File: src/hw/rtl/assert_macros.svh
// Assertion macros used by pats_dp.
`ifndef ASSERT_MACROS_SVH
`define ASSERT_MACROS_SVH

// A property that must hold at every clock edge outside reset.
`define ASSERT_ALWAYS(label, clk, rst_n, prop, msg) \
	label: assert property (@(posedge clk) disable iff (!rst_n) (prop)) else $error(msg);

// A condition that must bring a consequence in the same cycle.
`define ASSERT_IMPLIES(label, clk, rst_n, ante, cons, msg) \
	label: assert property (@(posedge clk) disable iff (!rst_n) (ante) |-> (cons)) \
		else $error(msg);

`endif

File: src/hw/rtl/pats_pkg.sv
package pats_pkg;

	localparam int NUM_TASKS = 16;
	localparam int SLOT_W = $clog2(NUM_TASKS);
	localparam int CNT_W = $clog2(NUM_TASKS + 1);

	localparam int APB_ADDR_W = 3;
	localparam logic [APB_ADDR_W-1:0] REG_AGING_STEP = 3'd0;
	localparam logic [3:0] AGING_STEP_RESET = 4'd1;

	localparam logic signed [7:0] DYN_MIN = -8'sd128;

	typedef enum logic [1:0] {
		FUNC_ADD,
		FUNC_REMOVE,
		FUNC_SET_PRIO,
		FUNC_PICK
	} func_t;

	typedef enum logic [1:0] {
		ERR_OK,
		ERR_OCCUPIED,
		ERR_NOT_PRESENT
	} err_t;

	typedef struct packed {
		logic load_in;
		logic exec_op;
		logic scan_start;
		logic scan_step;
		logic apply_pick;
		logic load_out;
	} ctrl_cmd_t;

	typedef struct packed {
		logic is_pick;
		logic scan_last;
		logic out_free;
	} dp_status_t;

endpackage

File: src/hw/rtl/pats_ctrl.sv
module pats_ctrl (
	input  logic                 clk,
	input  logic                 arst_n,
	input  logic                 s_tvalid,
	output logic                 s_tready,
	input  pats_pkg::dp_status_t status,
	output pats_pkg::ctrl_cmd_t  cmd
);

	typedef enum logic [2:0] {
		ST_IDLE,
		ST_EXEC,
		ST_SCAN,
		ST_APPLY,
		ST_DONE
	} state_t;

	state_t state_q;
	logic   s_tready_q;

	assign s_tready = s_tready_q;

	always_comb begin
		cmd            = '0;
		cmd.load_in    = s_tvalid && s_tready_q;
		cmd.exec_op    = (state_q == ST_EXEC) && !status.is_pick;
		cmd.scan_start = (state_q == ST_EXEC) && status.is_pick;
		cmd.scan_step  = (state_q == ST_SCAN);
		cmd.apply_pick = (state_q == ST_APPLY);
		cmd.load_out   = (state_q == ST_DONE) && status.out_free;
	end

	always_ff @(posedge clk or negedge arst_n) begin
		if (!arst_n) begin
			state_q    <= ST_IDLE;
			s_tready_q <= 1'b1;
		end else begin
			case (state_q)
				ST_IDLE: begin
					if (s_tvalid) begin
						state_q    <= ST_EXEC;
						s_tready_q <= 1'b0;
					end
				end
				ST_EXEC: begin
					state_q <= status.is_pick ? ST_SCAN : ST_DONE;
				end
				ST_SCAN: begin
					if (status.scan_last) begin
						state_q <= ST_APPLY;
					end
				end
				ST_APPLY: begin
					state_q <= ST_DONE;
				end
				ST_DONE: begin
					if (status.out_free) begin
						state_q    <= ST_IDLE;
						s_tready_q <= 1'b1;
					end
				end
				default: begin
					state_q    <= ST_IDLE;
					s_tready_q <= 1'b1;
				end
			endcase
		end
	end

endmodule

File: src/hw/rtl/pats_dp.sv
`include "assert_macros.svh"

module pats_dp (
	input  logic                 clk,
	input  logic                 arst_n,
	input  pats_pkg::ctrl_cmd_t  cmd,
	output pats_pkg::dp_status_t status,
	input  logic [1:0]           func,
	input  logic [3:0]           task_slot,
	input  logic signed [5:0]    priority_req,
	input  logic [3:0]           aging_step,
	input  logic                 m_tready,
	output logic                 m_tvalid,
	output logic [3:0]           picked_slot,
	output logic                 picked_valid,
	output logic signed [5:0]    slot_priority,
	output logic [1:0]           error_code
);

	localparam int N = pats_pkg::NUM_TASKS;
	localparam int SW = pats_pkg::SLOT_W;
	localparam int CW = pats_pkg::CNT_W;
	localparam logic signed [8:0] DYN_MIN_EXT = {pats_pkg::DYN_MIN[7], pats_pkg::DYN_MIN};

	// Latched request.
	pats_pkg::func_t    func_q;
	logic [3:0]         slot_q;
	logic signed [5:0]  req_q;

	// Task table.
	logic [N-1:0]       ready_q;
	logic signed [5:0]  stat_q [N];
	logic signed [7:0]  dyn_q  [N];
	logic [SW-1:0]      pos_q  [N];
	logic [CW-1:0]      cnt_q;

	// Scan state.
	logic [SW-1:0]      idx_q;
	logic               found_q;
	logic [SW-1:0]      best_q;
	logic signed [7:0]  best_dyn_q;
	logic [SW-1:0]      best_pos_q;

	// Result of the current item.
	logic [3:0]         res_slot_q;
	logic               res_valid_q;
	logic signed [5:0]  res_prio_q;
	pats_pkg::err_t     res_err_q;

	// Output register.
	logic               m_tvalid_q;
	logic [3:0]         out_slot_q;
	logic               out_valid_q;
	logic signed [5:0]  out_prio_q;
	logic [1:0]         out_err_q;

	logic [SW-1:0]      slot_idx;
	logic               in_range;
	logic [SW-1:0]      rd_idx;
	logic               rd_ready;
	logic signed [5:0]  rd_stat;
	logic signed [7:0]  rd_dyn;
	logic [SW-1:0]      rd_pos;
	logic               better;
	logic signed [7:0]  aged [N];
	logic signed [8:0]  diff [N];

	assign slot_idx = SW'(slot_q);
	assign in_range = 32'(slot_q) < N;

	always_comb begin
		if (cmd.scan_step) begin
			rd_idx = idx_q;
		end else if (cmd.apply_pick) begin
			rd_idx = best_q;
		end else begin
			rd_idx = slot_idx;
		end
	end

	assign rd_ready = ready_q[rd_idx];
	assign rd_stat  = stat_q[rd_idx];
	assign rd_dyn   = dyn_q[rd_idx];
	assign rd_pos   = pos_q[rd_idx];

	assign better = rd_ready && (!found_q || (rd_dyn < best_dyn_q) ||
		((rd_dyn == best_dyn_q) && (rd_pos < best_pos_q)));

	always_comb begin
		for (int i = 0; i < N; i++) begin
			diff[i] = {dyn_q[i][7], dyn_q[i]} - $signed({5'b0, aging_step});
			aged[i] = (diff[i] < 9'(DYN_MIN_EXT)) ? pats_pkg::DYN_MIN : diff[i][7:0];
		end
	end

	assign status.is_pick   = (func_q == pats_pkg::FUNC_PICK);
	assign status.scan_last = (idx_q == SW'(N - 1));
	assign status.out_free  = !m_tvalid_q || m_tready;

	// Control state of the table, scan and output.
	always_ff @(posedge clk or negedge arst_n) begin
		if (!arst_n) begin
			ready_q    <= '0;
			cnt_q      <= '0;
			idx_q      <= '0;
			found_q    <= 1'b0;
			m_tvalid_q <= 1'b0;
		end else begin
			if (cmd.exec_op && in_range) begin
				if (func_q == pats_pkg::FUNC_ADD && !rd_ready) begin
					ready_q[slot_idx] <= 1'b1;
					cnt_q             <= cnt_q + CW'(1);
				end else if (func_q == pats_pkg::FUNC_REMOVE && rd_ready) begin
					ready_q[slot_idx] <= 1'b0;
					if (cnt_q != '0) begin
						cnt_q <= cnt_q - CW'(1);
					end
				end
			end
			if (cmd.scan_start) begin
				idx_q   <= '0;
				found_q <= 1'b0;
			end else if (cmd.scan_step) begin
				idx_q <= idx_q + SW'(1);
				if (better) begin
					found_q <= 1'b1;
				end
			end
			if (cmd.load_out) begin
				m_tvalid_q <= 1'b1;
			end else if (m_tready) begin
				m_tvalid_q <= 1'b0;
			end
		end
	end

	// Table payload.
	always_ff @(posedge clk) begin
		for (int i = 0; i < N; i++) begin
			if (cmd.exec_op && in_range) begin
				if (func_q == pats_pkg::FUNC_ADD && !rd_ready && slot_idx == SW'(i)) begin
					stat_q[i] <= '0;
					dyn_q[i]  <= '0;
					pos_q[i]  <= SW'(cnt_q);
				end
				if (func_q == pats_pkg::FUNC_REMOVE && rd_ready && ready_q[i] &&
					slot_idx != SW'(i) && pos_q[i] > rd_pos) begin
					pos_q[i] <= pos_q[i] - SW'(1);
				end
				if (func_q == pats_pkg::FUNC_SET_PRIO && rd_ready && slot_idx == SW'(i)) begin
					stat_q[i] <= req_q;
					dyn_q[i]  <= {{2{req_q[5]}}, req_q};
				end
			end
			if (cmd.apply_pick && found_q) begin
				if (best_q == SW'(i)) begin
					dyn_q[i] <= {{2{stat_q[i][5]}}, stat_q[i]};
				end else if (ready_q[i]) begin
					dyn_q[i] <= aged[i];
				end
			end
		end
	end

	// Request, scan best and result payload.
	always_ff @(posedge clk) begin
		if (cmd.load_in) begin
			func_q <= pats_pkg::func_t'(func);
			slot_q <= task_slot;
			req_q  <= priority_req;
		end
		if (cmd.scan_step && better) begin
			best_q     <= idx_q;
			best_dyn_q <= rd_dyn;
			best_pos_q <= rd_pos;
		end
		if (cmd.exec_op) begin
			res_slot_q  <= '0;
			res_valid_q <= 1'b0;
			if (!in_range) begin
				res_prio_q <= '0;
				res_err_q  <= pats_pkg::ERR_NOT_PRESENT;
			end else if (func_q == pats_pkg::FUNC_ADD) begin
				res_prio_q <= rd_ready ? rd_stat : 6'sd0;
				res_err_q  <= rd_ready ? pats_pkg::ERR_OCCUPIED : pats_pkg::ERR_OK;
			end else if (!rd_ready) begin
				res_prio_q <= '0;
				res_err_q  <= pats_pkg::ERR_NOT_PRESENT;
			end else if (func_q == pats_pkg::FUNC_REMOVE) begin
				res_prio_q <= rd_stat;
				res_err_q  <= pats_pkg::ERR_OK;
			end else begin
				res_prio_q <= req_q;
				res_err_q  <= pats_pkg::ERR_OK;
			end
		end
		if (cmd.apply_pick) begin
			res_err_q   <= pats_pkg::ERR_OK;
			res_slot_q  <= found_q ? 4'(best_q) : 4'd0;
			res_valid_q <= found_q;
			res_prio_q  <= found_q ? rd_stat : 6'sd0;
		end
		if (cmd.load_out) begin
			out_slot_q  <= res_slot_q;
			out_valid_q <= res_valid_q;
			out_prio_q  <= res_prio_q;
			out_err_q   <= res_err_q;
		end
	end

	assign m_tvalid      = m_tvalid_q;
	assign picked_slot   = out_slot_q;
	assign picked_valid  = out_valid_q;
	assign slot_priority = out_prio_q;
	assign error_code    = out_err_q;

	`ASSERT_ALWAYS(a_count_matches, clk, arst_n, $countones(ready_q) == int'(cnt_q), "ready count out of step with ready flags")
	`ASSERT_IMPLIES(a_best_is_ready, clk, arst_n, cmd.apply_pick && found_q, ready_q[best_q], "picked slot is not ready")
	`ASSERT_IMPLIES(a_pick_no_error, clk, arst_n, m_tvalid_q && out_valid_q, out_err_q == pats_pkg::ERR_OK, "pick word carries an error")

endmodule

File: src/hw/rtl/priority_aging_task_scheduler.sv
// Non-pick commands (add, remove, set priority) go from IDLE through EXEC to DONE after an accepted
// word; DONE registers their result word once the output is free, and the next word is taken in IDLE.
// A pick scans the table one slot per cycle in SCAN, then ages the other ready slots in APPLY before
// DONE; in both cases no new word is accepted until the result word has been loaded.
// The asynchronous reset empties the task table and sets the aging step to 1; the table
// needs no clearing pass and a word can be accepted in the first cycle after reset.
module priority_aging_task_scheduler (
	input  logic                                  clk,
	input  logic                                  arst_n,
	input  logic                                  s_tvalid,
	output logic                                  s_tready,
	input  logic [15:0]                           s_tdata,  // task_slot, priority_req, pad
	input  logic [1:0]                            s_tuser,  // func
	output logic                                  m_tvalid,
	input  logic                                  m_tready,
	// picked_slot, picked_valid, slot_priority, error_code, pad
	output logic [15:0]                           m_tdata,
	input  logic                                  psel,
	input  logic                                  penable,
	input  logic                                  pwrite,
	input  logic [pats_pkg::APB_ADDR_W-1:0]       paddr,
	input  logic [31:0]                           pwdata,
	output logic [31:0]                           prdata,
	output logic                                  pready
);

	pats_pkg::ctrl_cmd_t  cmd;
	pats_pkg::dp_status_t status;

	logic [3:0]        aging_step_q;
	logic [3:0]        picked_slot;
	logic              picked_valid;
	logic signed [5:0] slot_priority;
	logic [1:0]        error_code;

	assign pready = 1'b1;

	always_ff @(posedge clk or negedge arst_n) begin
		if (!arst_n) begin
			aging_step_q <= pats_pkg::AGING_STEP_RESET;
		end else if (psel && penable && pwrite && pready && paddr == pats_pkg::REG_AGING_STEP) begin
			aging_step_q <= pwdata[3:0];
		end
	end

	assign prdata = (paddr == pats_pkg::REG_AGING_STEP) ? 32'(aging_step_q) : 32'd0;

	pats_ctrl u_ctrl (
		.clk      (clk),
		.arst_n   (arst_n),
		.s_tvalid (s_tvalid),
		.s_tready (s_tready),
		.status   (status),
		.cmd      (cmd)
	);

	pats_dp u_dp (
		.clk           (clk),
		.arst_n        (arst_n),
		.cmd           (cmd),
		.status        (status),
		.func          (s_tuser),
		.task_slot     (s_tdata[3:0]),
		.priority_req  (s_tdata[9:4]),
		.aging_step    (aging_step_q),
		.m_tready      (m_tready),
		.m_tvalid      (m_tvalid),
		.picked_slot   (picked_slot),
		.picked_valid  (picked_valid),
		.slot_priority (slot_priority),
		.error_code    (error_code)
	);

	assign m_tdata = {3'b000, error_code, slot_priority, picked_valid, picked_slot};

endmodule
File: config.mk
export PLATFORM = sky130hd
export DESIGN_NAME = priority_aging_task_scheduler
export DESIGN_NICKNAME = d
export VERILOG_FILES = /design/src/hw/rtl/pats_pkg.sv /design/src/hw/rtl/pats_ctrl.sv /design/src/hw/rtl/pats_dp.sv /design/src/hw/rtl/priority_aging_task_scheduler.sv
export VERILOG_INCLUDE_DIRS = /design/src /design/src/hw/rtl
export SDC_FILE = /design/constraint.sdc
export NUM_CORES = 1
export LEC_CHECK = 0
export BUFFER_PORTS_ARGS = -buffer_cell sky130_fd_sc_hd__buf_4
export CORE_UTILIZATION = 35
export CTS_CLUSTER_SIZE = 12
export DETAILED_ROUTE_END_ITERATION = 8
export MAX_ROUTING_LAYER = met4
export PLACE_DENSITY = 0.59
export SYNTH_ARGS = -nofsm -noshare
export SYNTH_HDL_FRONTEND = slang
export SYNTH_SLANG_ARGS = --single-unit
File: constraint.sdc
create_clock -name clk -period 7.49 [get_ports clk]
set_clock_uncertainty 0.2 [all_clocks]
set_input_delay 0.3745 -clock clk [delete_from_list [all_inputs] [get_ports clk]]
set_output_delay 0.3745 -clock clk [all_outputs]
set_load 0.02 [all_outputs]
==> flow_summary_export.csv, run 1 <==
group,metric,value,unit
status,status,"complete, no violations",
worst_setup_path,slowest_stage,"edfxtp_1",
clock_tree,cts_tree,"yes",
timing,fin_ws,1710,ps
worst_setup_path,ff2ff_path_depth,14,
floorplan,chipWidth,268,um
clock_tree,ctsResizeCount,0,
clock_tree,cts_hold_buf,19,
drt,route.detailed.drc,0,
drt,wl_per_cell,24.0,um
logic_synthesis,synth_edf_count,340,
logic_synthesis,yosys-top-cells-area,"edfxtp_1, ha_1, mux4_2",
final_layout,seqCellArea,11100,sq um
worst_setup_path,crit_path_cell_trace,"mux2_2, mux2_4, mux4_2, nand2_1, a21oi_1, or2_2, inv_1, ha_1, nor2b_1, o21ai_0, nand2b_1, a21oi_1, or4_1, o21ai_0",
final_layout,syn2layout_area_growth,11.3,%
logic_synthesis,yosysTopAreaCellShare,41.1,%
final_layout,num-fill-cells,6801,
worst_setup_path,cp.arrival,5800,ps
worst_setup_path,cpPeakStageDelay,780,ps
logic_synthesis,synth_compound_area_share,12.7,%
logic_synthesis,async_flop_share,9.28,%
min_path,hold_class,"input pin to register",
final_layout,multi_input_area,12600,sq um
worst_setup_path,r2r-end,"u_dp.pos_q[15][1]",
drt,ant_nets,0,
logic_synthesis,synthFlopType,"edfxtp_1",
logic_synthesis,ys_ff_latch,377,
logic_synthesis,synth_cells,2309,
worst_setup_path,worstPathMaxFanout,41,
logic_synthesis,synth.distinct_cells,68,
floorplan,io_pins,111,
floorplan,core_region_area,70100,sq um
timing,setup_tns,0,ps
timing,rsz0062_at_grt,"false",
global_routing,grt_antenna_before_repair,0,
clock_tree,cts_buffer_depth,3,
logic_synthesis,ys_seq_area_share,44.8,%
worst_setup_path,r2r-start,"u_dp.best_q[0]",
global_routing,grt_max_degree,63,
placed_design,gp_congestion,0.970,
global_routing,grt_pass1_vias,19200,
floorplan,die_y,268,um
logic_synthesis,synthSimpleGateAreaFrac,13.6,%
clock_tree,cts-htree-levels,2,
placed_design,io_buffers,44,
worst_setup_path,worstSetupStartpointType,"register",
timing,finalCritPeriodShare,77.1,%
logic_synthesis,synth_adder_area_share,9.39,%
timing,report.final.slew_viol_count,0,
worst_setup_path,required,7520,ps
worst_setup_path,crit_buf_inv,1,
worst_setup_path,reg2reg_slack,1710,ps
logic_synthesis,syn_avg_cell_area,10.7,sq um
timing,final_hold_viol_count,0,
clock_tree,cts_setup_buffers,0,
job,max_cap_violations,0,
logic_synthesis,synthMuxAreaShare,10.2,%
min_path,hold_end,"aging_step_q[1]",
worst_setup_path,end_kind,"register",
worst_setup_path,crit_type,"register to register",
power,p_leak,0.0108,uW
timing,whs,98.4,ps
final_layout,antenna_cells,0,
drt,drt_first_iter_violations,1866,
worst_setup_path,cpLargestDelayFamily,"multiplexers",
min_path,min_delay_path_depth,4,
timing,relSlewSlack,8.29,%
power,p_per_area,284,nW/um^2
logic_synthesis,ys_warn_count,0,
logic_synthesis,synth_top_family_by_area,"simple AND/OR/NAND/NOR gates",
floorplan,die-area,72000,sq um
timing,fmax,173,MHz
timing,finalSetupViolCount,0,
logic_synthesis,synth.largest_area_cell,"edfxtp_1",
floorplan,start_util,35.4,%
global_routing,grt_overflow,0,
clock_tree,clkSinkCount,377,
drt,routed_via_density,5.88,
timing,fin_crit,5780,ps
clock_tree,clkTransAtPathRegs,60,ps
placed_design,dp_cells,3205,
clock_tree,cts_buffers,46,
logic_synthesis,synth_xor_area_share,4.13,%
global_routing,grt_pass1_wl,119000,um
drt,drt_wl_total,79400,um
logic_synthesis,synth_common_cells,"edfxtp_1, nand2_1, nor2_1",
logic_synthesis,synth_most_common_cell,"edfxtp_1",
logic_synthesis,syn_area,24800,sq um
drt,vias,19400,
timing,worstMarginPinSlew,1360,ps
floorplan,row_count,97,
min_path,worstHoldStart,"penable",
clock_tree,cts-root-buf,"clkbuf_16",
clock_tree,clkLatencyLatePin,610,ps
global_routing,track_usage,22.6,%
placed_design,pre_cts_ws,1760,ps
power,ir_drop,0.000231,V
drt,drtPass1Iterations,6,
final_layout,final_nets,2569,
placed_design,hpwl,57300,um
final_layout,drive_gt1_share,10.9,%
final_layout,fin_cells,3309,
-- cells in the final DEF (no fill, tap or decap), types with 19 or more instances in the layout --
cell           synthesis  layout
clkbuf_16              0      46
ha_1                 159     159
xor2_1                64      64
dlygate4sd3_1          0      19
nor2b_1               39      39
conb_1                 2      32
a22oi_1               23      23
o221ai_1              78      78
nor3_1                27      27
xnor2_1               53      53
nand3_1               55      55
edfxtp_1             340     340
inv_1                134     133
or4_1                 31      31
dfrtp_1               33      33
and3_1                48      48
mux2_4                34      35
nand2b_1              27      27
mux2i_1               51      48
nand2_1              247     247
o21ai_0              145     143
mux4_2                58      58
a21oi_1               84      84
buf_4                 34      71
a21o_1                23      23
nor2_1               174     174
nand4_1               25      25
-- sequential cells by signal, summed over array words and instances (netlist names), 2 cells and up, named ones only --
| register | flops |
|---|---|
| u_dp.best_q | 4 |
| u_dp.req_q | 6 |
| u_dp.slot_idx | 4 |
| u_dp.best_pos_q | 4 |
| u_dp.best_dyn_q | 8 |
| u_dp.res_err_q | 2 |
| u_dp.pos_q | 64 |
| aging_step_q | 4 |
| u_dp.picked_slot | 4 |
| u_dp.res_prio_q | 6 |
| u_dp.error_code | 2 |
| u_dp.func_q | 2 |
| u_dp.dyn_q | 128 |
| u_ctrl.state_q | 3 |
| u_dp.idx_q | 4 |
| u_dp.stat_q | 96 |
| u_dp.cnt_q | 5 |
| u_dp.slot_priority | 6 |
| u_dp.res_slot_q | 4 |
-- power by group --
group | switching (uW) | internal [uW]
clock network | 950 | 1280
registers | 258 | 2520
logic | 1730 | 1120
-- routing by layer --
| metal | up-vias | global-route usage, % | wire (um) |
|---|---|---|---|
| met4 | 0 | 9.98 | 3490 |
| li1 | 8623 | - | - |
| met2 | 1014 | 35.4 | 36700 |
| met1 | 9617 | 29.2 | 32700 |
| met3 | 189 | 3.19 | 6490 |
| met5 | - | - | 0 |
-- worst max path at each step --
| stage | start | endpoint | slack [ps] | cells after the start |
|---|---|---|---|---|
| floorplan | u_ctrl.state_q[2] | u_dp.best_dyn_q[0] | 1810 | 17 |
| global placement | u_dp.best_q[0] | u_dp.pos_q[5][0] | 1820 | 14 |
| detailed placement | u_dp.best_q[0] | u_dp.pos_q[14][1] | 1760 | 14 |
| CTS | u_dp.best_q[0] | u_dp.pos_q[15][2] | 1720 | 14 |
| global route | u_dp.best_q[0] | u_dp.pos_q[15][1] | 1420 | 14 |
| finish | u_dp.best_q[0] | u_dp.pos_q[15][1] | 1710 | 14 |
-- cells by family after synthesis --
| logic type | Yosys count |
|---|---|
| muxes | 158 |
| AOI/OAI and AO/OA | 481 |
| DFF | 377 |
| xor gates and xnor gates | 117 |
| adders and majority gates | 176 |
| other | 2 |
| buffers and inverters | 283 |
| and+or+nand+nor | 715 |
-- worst min-delay path, delay by kind of cell --
family | cells | cell delay [ps]
AND/OR/NAND/NOR | 2 | 290
buffers and inverters | 1 | 110
AO/OA/AOI/OAI | 1 | 60
-- cell type report --
cell class                 count  share of cell area (%)
multi-input combinational   1679                    45.6
clock buffer                  57                    4.35
timing repair buffer          92                    2.72
sequential                   377                    40.3
tap                          940                    4.26
inverter                     137                    1.86
clock inverter                27                   0.920
-- metrics by stage --
stage | cell area [sq um] | utilization, % | power [uW]
2_1_floorplan | 24900 | - | 4720
3_3_place_gp | 26000 | 37.0 | 5510
3_5_place_dp | 26000 | 37.0 | 5600
4_1_cts | 27600 | 39.4 | 7850
5_1_grt | 27600 | 39.4 | 8220
6_report | 27600 | 39.4 | 7860
No activity file was read; power rests on OpenSTA's default activity.
==> run 2: changes to the inputs <==
--- a/config.mk
+++ b/config.mk
@@ -6,6 +6,7 @@
 export SDC_FILE = /design/constraint.sdc
 export NUM_CORES = 1
 export LEC_CHECK = 0
+export ABC_AREA = 1
 export BUFFER_PORTS_ARGS = -buffer_cell sky130_fd_sc_hd__buf_4
 export CORE_UTILIZATION = 35
 export CTS_CLUSTER_SIZE = 12
==> constraint.sdc (replaced) <==
create_clock -name clk -period 5.72 [get_ports clk]
set_clock_uncertainty 0.2 [all_clocks]
set_input_delay 0.286 -clock clk [delete_from_list [all_inputs] [get_ports clk]]
set_output_delay 0.286 -clock clk [all_outputs]
set_load 0.02 [all_outputs]
==> flow_summary_export.csv, run 2 <==
group,metric,value,unit
worst_setup_path,crit_path_cell_trace,"nor2_1, nand2_1, o21ai_2, inv_1, o21ai_4, buf_4, nand3_1, nand3_1, nand2_1, inv_1, ha_1, a21oi_1, o21ai_0, a31oi_1, nor2_1, o41ai_1, inv_1, a21oi_1, buf_4",
placed_design,hpwl,58400,um
global_routing,grt_pass1_vias,21100,
placed_design,gp_congestion,0.937,
clock_tree,cts-root-buf,"clkbuf_16",
clock_tree,cts-htree-levels,2,
worst_setup_path,worstSetupStartpointType,"register",
final_layout,top_register,"u_dp.dyn_q",
job,max_cap_violations,0,
timing,final_hold_viol_count,0,
power,p_leak,0.0126,uW
floorplan,die_y,274,um
drt,wl_per_cell,19.6,um
drt,ant_nets,0,
power,ir_drop,0.000217,V
worst_setup_path,end_kind,"register",
worst_setup_path,reg2reg_slack,890,ps
clock_tree,clkSinkCount,377,
floorplan,chipWidth,274,um
drt,route.detailed.drc,6,
worst_setup_path,crit_buf_inv,5,
timing,finalSetupViolCount,0,
drt,vias,22100,
clock_tree,cts_hold_buf,27,
worst_setup_path,cp.arrival,4930,ps
logic_synthesis,synth_cells,3098,
clock_tree,clkLatencyLatePin,610,ps
power,p_per_area,391,nW/um^2
placed_design,io_buffers,44,
timing,rsz0062_at_grt,"false",
global_routing,grt_pass1_wl,125000,um
global_routing,track_usage,22.3,%
worst_setup_path,worstPathMaxFanout,28,
final_layout,drive_gt1_share,8.79,%
logic_synthesis,synth.distinct_cells,57,
drt,routed_via_density,5.34,
worst_setup_path,ff2ff_path_depth,19,
final_layout,seqCellArea,11100,sq um
final_layout,multi_input_area,12700,sq um
drt,drt_wl_total,81200,um
floorplan,die-area,75100,sq um
final_layout,antenna_cells,0,
logic_synthesis,async_flop_share,9.28,%
status,status,"finished, violations left",
timing,relSlewSlack,25.4,%
logic_synthesis,yosysTopAreaCellShare,39.4,%
floorplan,io_pins,111,
worst_setup_path,required,5810,ps
worst_setup_path,cpLargestDelayFamily,"compound AO/OA/AOI/OAI gates",
global_routing,grt_max_degree,58,
logic_synthesis,syn_area,25900,sq um
timing,finalCritPeriodShare,84.5,%
clock_tree,cts_buffer_depth,3,
worst_setup_path,r2r-start,"u_ctrl.state_q[0]",
logic_synthesis,synth_common_cells,"nand2_1, inv_1, edfxtp_1",
timing,setup_tns,0,ps
final_layout,syn2layout_area_growth,11.9,%
worst_setup_path,crit_type,"register to register",
worst_setup_path,r2r-end,"u_dp.best_dyn_q[1]",
clock_tree,cts_buffers,46,
drt,drtPass1Iterations,8,
clock_tree,cts_tree,"yes",
global_routing,grt_antenna_before_repair,0,
clock_tree,clkTransAtPathRegs,60,ps
status,violations,"DRC",
worst_setup_path,slowest_stage,"a21oi_1",
logic_synthesis,syn_avg_cell_area,8.36,sq um
final_layout,final_common_cell,"nand2_1",
logic_synthesis,synthFlopType,"edfxtp_1",
floorplan,row_count,99,
timing,worstMarginPinSlew,1120,ps
placed_design,pre_cts_ws,1020,ps
floorplan,start_util,35.4,%
logic_synthesis,ys_seq_area_share,43.0,%
timing,fin_crit,4830,ps
logic_synthesis,synth_edf_count,340,
global_routing,grt_overflow,0,
logic_synthesis,synth.largest_area_cell,"edfxtp_1",
timing,fin_ws,886,ps
final_layout,reg_top3,"u_dp.dyn_q (128), u_dp.stat_q (96), u_dp.pos_q (64)",
drt,drt_first_iter_violations,2346,
power,p_total,11300,uW
clock_tree,cts_setup_buffers,0,
worst_setup_path,critical_path.most_common_cell,"inv_1",
logic_synthesis,ys_ff_latch,377,
timing,report.final.slew_viol_count,0,
worst_setup_path,cpPeakStageDelay,510,ps
logic_synthesis,ys_warn_count,0,
floorplan,core_region_area,73100,sq um
min_path,hold_class,"input pin to asynchronous set/reset pin",
clock_tree,ctsResizeCount,0,
final_layout,num-fill-cells,7353,
timing,fmax,207,MHz
final_layout,final_nets,3383,
logic_synthesis,synth_most_common_cell,"nand2_1",
logic_synthesis,yosys-top-cells-area,"edfxtp_1, nand2_1, ha_1",
final_layout,largest_register_ffs,128,
final_layout,final_cell_mix,"nand2_1, inv_1, edfxtp_1",
-- run 2: kinds of logic (layout without fill, tap and decap cells) --
group	count (synthesis)	after routing	synth area share, %
AOI/OAI and AO/OA	524	524	12.4
xor gates and xnor gates	75	75	2.54
adders and majority gates	176	176	9.00
buffers and inverters	534	591	8.54
DFF	377	377	43.0
muxes	1	1	0.0386
other	2	32	0.0290
and+or+nand+nor	1409	1409	24.5
-- run 2: area by class of cell --
type / count / share of cell area, %
clock buffer: 59 / 4.29
clock inverter: 27 / 0.687
inverter: 382 / 4.95
multi-input combinational: 2217 / 43.9
sequential: 377 / 38.4
tap: 959 / 4.14
timing repair buffer: 123 / 3.59
-- run 2: worst max-delay path by stage --
stage | startpoint | to | slack [ps] | cells past startpoint
after floorplan | u_ctrl.state_q[0] | u_dp.best_dyn_q[0] | 1190 | 16
after global placement | u_ctrl.state_q[0] | u_dp.best_dyn_q[2] | 1030 | 18
after detailed placement | u_ctrl.state_q[0] | u_dp.best_dyn_q[1] | 1020 | 19
after CTS | u_ctrl.state_q[0] | u_dp.best_dyn_q[2] | 970 | 18
after global routing | u_ctrl.state_q[2] | u_dp.best_dyn_q[2] | 600 | 20
final | u_ctrl.state_q[0] | u_dp.best_dyn_q[1] | 890 | 19
-- run 2: per-stage QoR --
step / utilization [%] / area (sq um) / std cells / hold slack [ps]
after global routing: 39.6 / 29000 / 4144 / 51.2
after global placement: 37.3 / 27300 / 4031 / 120
after floorplan: - / 26000 / 3128 / -210
after detailed placement: 37.3 / 27300 / 4031 / 126
after CTS: 39.6 / 29000 / 4144 / 20.6
final: 39.6 / 29000 / 4144 / 24.1
-- run 2: per-layer routing --
layer | GRT usage, % | part of all wire (%)
met1 | 29.5 | 43
met2 | 34.4 | 45
met3 | 3.35 | 7.8
met4 | 8.29 | 3.8
met5 | - | 0
-- run 2: where the power goes --
group | internal [uW] | total (uW) | switching, uW
registers | 3310 | 3540 | 227
logic | 1540 | 4960 | 3410
clock network | 1590 | 2840 | 1250
